### config.mk
export PLATFORM = sky130hd
export DESIGN_NAME = sbc_lane
export DESIGN_NICKNAME = d
export VERILOG_FILES = /design/src/rtl/sbc_pkg.sv /design/src/rtl/sbc_lane.sv
export SDC_FILE = /design/constraint.sdc
export NUM_CORES = 1
export LEC_CHECK = 0
export BUFFER_PORTS_ARGS = -buffer_cell sky130_fd_sc_hd__buf_2
export CORE_ASPECT_RATIO = 0.8
export CORE_MARGIN = 5
export CORE_UTILIZATION = 40
export CTS_CLUSTER_SIZE = 12
export DETAILED_ROUTE_END_ITERATION = 10
export SETUP_SLACK_MARGIN = 0.15
export SYNTH_ARGS = -nofsm -noshare
export SYNTH_HDL_FRONTEND = slang
export SYNTH_SLANG_ARGS = --single-unit
### constraint.sdc
create_clock -name aclk -period 7.31 [get_ports aclk]
set_clock_uncertainty 0.05 [all_clocks]
set_input_delay 0.731 -clock aclk [delete_from_list [all_inputs] [get_ports aclk]]
set_output_delay 0.731 -clock aclk [all_outputs]
set_load 0.02 [all_outputs]
### src/rtl/sbc_pkg.sv
// ----------------------------------------------------------------------------
// Sphere/box collision test package
// Shared constants, pair kind codes, test modes and pipeline control types.
// ----------------------------------------------------------------------------
`default_nettype none

package sbc_pkg;

    localparam int unsigned COORD_WIDTH_DEF = 16;
    localparam int unsigned WORD_WIDTH      = 48;
    localparam int unsigned AXES            = 3;

    localparam logic [1:0] KIND_SPHERE_SPHERE = 2'd0;
    localparam logic [1:0] KIND_SPHERE_BOX    = 2'd1;
    localparam logic [1:0] KIND_BOX_SPHERE    = 2'd2;
    localparam logic [1:0] KIND_BOX_BOX       = 2'd3;

    typedef enum logic [1:0] {
        MODE_SS = 2'd0,
        MODE_SB = 2'd1,
        MODE_BB = 2'd2
    } test_mode_t;

    // Per-stage load enables of the pipeline.
    typedef struct packed {
        logic s1;
        logic s2;
        logic s3;
        logic s4;
        logic s5;
    } sbc_adv_t;

endpackage

`default_nettype wire

### src/rtl/sbc_lane.sv
// ----------------------------------------------------------------------------
// Sphere/box collision test: axis lane
// Four-stage per-axis datapath: bounds, clamped distance, magnitude, square.
// ----------------------------------------------------------------------------
`default_nettype none

module sbc_lane import sbc_pkg::*; #(
    parameter int unsigned COORD_WIDTH = COORD_WIDTH_DEF
) (
    input  wire logic                         aclk,
    input  wire sbc_adv_t                     adv,
    input  wire test_mode_t                   mode_in,
    input  wire logic [COORD_WIDTH-1:0]       a_pos,
    input  wire logic [COORD_WIDTH-1:0]       a_size,
    input  wire logic [COORD_WIDTH-1:0]       b_pos,
    input  wire logic [COORD_WIDTH-1:0]       b_size,
    output logic      [2*COORD_WIDTH+1:0]     sq,
    output logic                              separated
);

    localparam int unsigned CW  = COORD_WIDTH;
    localparam int unsigned EW  = CW + 2;
    localparam int unsigned SQW = 2 * CW + 2;

    logic signed [EW-1:0] a_reg, amax_reg, b_reg, bmax_reg;
    logic signed [EW-1:0] a_next, amax_next, b_next, bmax_next;
    test_mode_t           mode_reg;

    logic signed [EW-1:0] d_reg, d_next;
    logic                 sep2_reg, sep2_next;

    logic [CW:0]          mag_reg, mag_next;
    logic signed [EW-1:0] neg_d;
    logic                 sep3_reg;

    logic [SQW-1:0]       sq_reg, sq_next;
    logic                 sep4_reg;

    // Stage 1: sign-extend the corners and form the far bounds.
    always_comb begin
        a_next    = $signed({{2{a_pos[CW-1]}}, a_pos});
        b_next    = $signed({{2{b_pos[CW-1]}}, b_pos});
        amax_next = a_next + $signed({2'b00, a_size});
        bmax_next = b_next + $signed({2'b00, b_size});
    end

    // Stage 2: overlap test; signed distance to other center or clamped point.
    always_comb begin
        sep2_next = !((a_reg < bmax_reg) && (b_reg < amax_reg));
        case (mode_reg)
            MODE_SS: begin
                d_next = b_reg - a_reg;
            end
            MODE_SB: begin
                if (a_reg < b_reg) begin
                    d_next = a_reg - b_reg;
                end else if (a_reg > bmax_reg) begin
                    d_next = a_reg - bmax_reg;
                end else begin
                    d_next = '0;
                end
            end
            default: begin
                d_next = '0;
            end
        endcase
    end

    // Stage 3: magnitude, which never exceeds 2^CW.
    always_comb begin
        neg_d    = -d_reg;
        mag_next = d_reg[EW-1] ? neg_d[CW:0] : d_reg[CW:0];
    end

    // Stage 4: square.
    always_comb begin
        sq_next = {{(CW+1){1'b0}}, mag_reg} * {{(CW+1){1'b0}}, mag_reg};
    end

    always_ff @(posedge aclk) begin
        if (adv.s1) begin
            a_reg    <= a_next;
            amax_reg <= amax_next;
            b_reg    <= b_next;
            bmax_reg <= bmax_next;
            mode_reg <= mode_in;
        end
        if (adv.s2) begin
            d_reg    <= d_next;
            sep2_reg <= sep2_next;
        end
        if (adv.s3) begin
            mag_reg  <= mag_next;
            sep3_reg <= sep2_reg;
        end
        if (adv.s4) begin
            sq_reg   <= sq_next;
            sep4_reg <= sep3_reg;
        end
    end

    assign sq        = sq_reg;
    assign separated = sep4_reg;

endmodule

`default_nettype wire

==> key figures <==
GRT
  – All-Layer GR Usage: 16.0%
  – GR Layer Usage met2: 26.9%
  – Vias in the first global route: 12800
  – Largest net degree at the start of global routing: 71
  – Total congestion overflow: 0
  – Met3 Use GR: 3.15%
  – First-pass GRT wire length: 62.8 mm
  – Gr busiest metal: met2
  – Met1 layer usage reported by global route: 22.0%
  – Initial antenna violation count: 0

Finish
  – Finished Core Util: 44.2%
  – Antenna cells: 0
  – Ratio of cells with drive above 1 in the final layout: 10.1%
  – Max FFs per register: 33
  – Post-layout net count: 2324
  – Area grow syn2layout: 9.80%

Floorplan
  – Die area: 47500 µm²
  – Initial core utilization: 40.2%
  – Die W: 242 µm
  – Die Y: 196 µm
  – Row cnt: 68
  – I/O pin total: 107
  – Core area: 43000 µm²

Critical path
  – Reg-to-reg startpoint: mag_reg[7]$_DFFE_PP_
  – Crit path largest cell delay: 0.76 ns
  – Worst-path fanout max: 17
  – Crit Path Class: reg -> reg
  – CP delay by family, top: adder cells
  – CP dominant cell by count: fa_1
  – Worst Setup Start Kind: flip-flop
  – R2R cell count: 22
  – R2r endpoint: sq[33]$_DFFE_PP_
  – CP required: 7.46 ns
  – WP buf/inv: 5
  – CP max-delay cell: edfxtp_1
  – CP Cell Sequence: nand2_1 > fa_1 > inv_1 > fa_1 > inv_1 > fa_1 > inv_1 > fa_1 > fa_1 > inv_1 > fa_1 > inv_1 > ha_1 > a21o_1 > a21o_1 > a21oi_1 > o221a_2 > and2_1 > o21ai_1 > a31oi_1 > o21bai_1 > xnor2_1
  – CP endpoint kind: flip-flop
  – Critical path arrival: 6.81 ns
  – Reg2Reg Setup Slack: 0.65 ns

Drt
  – Via Count: 12100
  – Routed wire length: 36.7 mm
  – Post-DR wirelength/cell: 15.2 µm
  – Routed vias/inst: 5.01
  – Total iterations of the first detailed-routing run: 5
  – # DRC: 0
  – Antenna-violating nets left: 0
  – DR iter-0 viols: 767

Place
  – DP HPWL: 30.5 mm
  – Buffers on Ports: 104
  – Routability cong.: 0.880

CTS
  – CTS HTree Levels: 4
  – Worst-case clock buffer depth: 2
  – CTS tree: done
  – Clk pin slew, worst setup/hold paths: 0.07 ns
  – TritonCTS Buffers: 17
  – Clk root buf: clkbuf_16
  – Setup Fix Bufs, Post-CTS: 0
  – Hold buffers post-CTS: 0
  – Gates resized, CTS repair: 0
  – Skew-Pair Late Insertion Delay: 0.45 ns
  – Clock Sinks: 141

Synthesis
  – Top_reg_cell synth: edfxtp_1
  – Share of the synthesized area in the top cell type: 24.5%
  – Mapped Area: 17300 µm²
  – Most numerous cell in the Yosys netlist: inv_1
  – Distinct cells, synth: 79
  – Register area share after synthesis: 24.5%
  – Leading area contributor after synthesis: edfxtp_1
  – Syn_area_per_cell: 9.89 µm²
  – Cells after synthesis: 1748
  – Yosys reg bits: 141
  – Post-synth ARST share: 0%
  – Top post-synthesis cells by count: 387 x inv_1, 213 x ha_1, 195 x fa_1
  – Ranking of synthesized cells by area: edfxtp_1 24%, fa_1 23%, ha_1 15%
  – EDFF count, synth: 141
  – YS warnings: 0
  – Post-synth net total: 2228

Timing
  – Ratio of final minimum period to clock period: 91.1%
  – Post-layout min period: 6.66 ns
  – Slew margin rel.: 41.7%
  – Fin Setup TNS: 0 ns
  – Final hold vios: 0
  – RSZ-0062 raised after global routing: false
  – Maximum clock rate: 150 MHz
  – Slew Viols, Final: 0
  – Worst-Margin Slew: 0.875 ns
  – Final setup violation count: 0

Status
  – Status: finished, final reports clean

Worst hold path
  – HP Class: reg -> reg
  – Hold Startpoint: sep2_reg$_DFFE_PP_
  – Worst Hold Path Cells: 0
  – Worst Hold Endpoint: sep3_reg$_DFFE_PP_

Run
  – Max cap viols: 0
[metal layers]
metal  share of wire (%)  wire length, µm
met4                 1.1              388
met5                   0                0
met3                 4.2             1550
met2                  46            16900
met1                  49            17900
[worst max-delay path by stage]
stage,to,depth (start not counted),start
finish,sq[33]$_DFFE_PP_,22,mag_reg[7]$_DFFE_PP_
global route,sq[33]$_DFFE_PP_,22,mag_reg[7]$_DFFE_PP_
CTS,sq[33]$_DFFE_PP_,22,mag_reg[7]$_DFFE_PP_
detailed placement,sq[33]$_DFFE_PP_,22,mag_reg[7]$_DFFE_PP_
global placement,sq[33]$_DFFE_PP_,22,mag_reg[7]$_DFFE_PP_
floorplan,sq[26]$_DFFE_PP_,23,mag_reg[4]$_DFFE_PP_
[stage by stage]
step | std cells | setup slack, ns | hold WS, ns | area, µm²
final | 2417 | 0.650 | 0.395 | 19000
after global routing | 2417 | 0.324 | 0.377 | 19000
after CTS | 2417 | 0.629 | 0.379 | 19000
after detailed placement | 2385 | 0.646 | 0.389 | 18400
after global placement | 2385 | 0.693 | 0.377 | 18400
after floorplan | 1748 | 1.36 | 0.350 | 17300
[kinds of logic after synthesis]
group	after synthesis	synth area share, %
DFF	141	24.5
other	1	0.0217
adders and majority gates	408	38.0
AOI/OAI and AO/OA	330	13.1
buffers and inverters	425	9.48
xor gates and xnor gates	96	4.86
and+or+nand+nor	345	9.87
muxes	2	0.123
[final cells by class]
cell class	count	area [µm²]
Fill cell	4047	24000
Multi-Input combinational cell	1182	11400
Sequential cell	141	4230
Inverter	387	1450
Tap cell	560	701
Timing Repair Buffer	115	603
Clock buffer	17	425
Clock inverter	15	149
[placed cells by master (no fill, tap or decap), types with 15 or more instances in the layout]
cell type,synthesis,final
xnor2_1,80,80
edfxtp_1,141,141
nand2b_1,20,20
nor3_1,15,15
o21ai_0,52,52
xor2_1,16,16
inv_1,387,387
nand2_1,114,114
fa_1,195,195
a21o_1,44,44
nand3_1,15,15
and2_1,56,56
ha_1,213,213
o21bai_1,17,17
o22ai_1,19,19
nor2_1,66,66
clkbuf_16,0,17
buf_2,4,104
a21oi_1,79,79
[worst reg2reg max path: cells and delay by family, from the launching register on]
| family | cells | cell delay, ns |
|---|---|---|
| AND/OR/NAND/NOR | 2 | 0.52 |
| adder cells (fa/ha/maj) | 7 | 3.41 |
| AO/OA/AOI/OAI | 7 | 1.30 |
| XOR/XNOR | 1 | 0.12 |
| buffers and inverters | 5 | 0.27 |
| flip-flops | 1 | 0.76 |
Power is left out: the tool's default activity adds up to more than one toggle a clock period on the data nets, which glitch-free logic cannot reach.
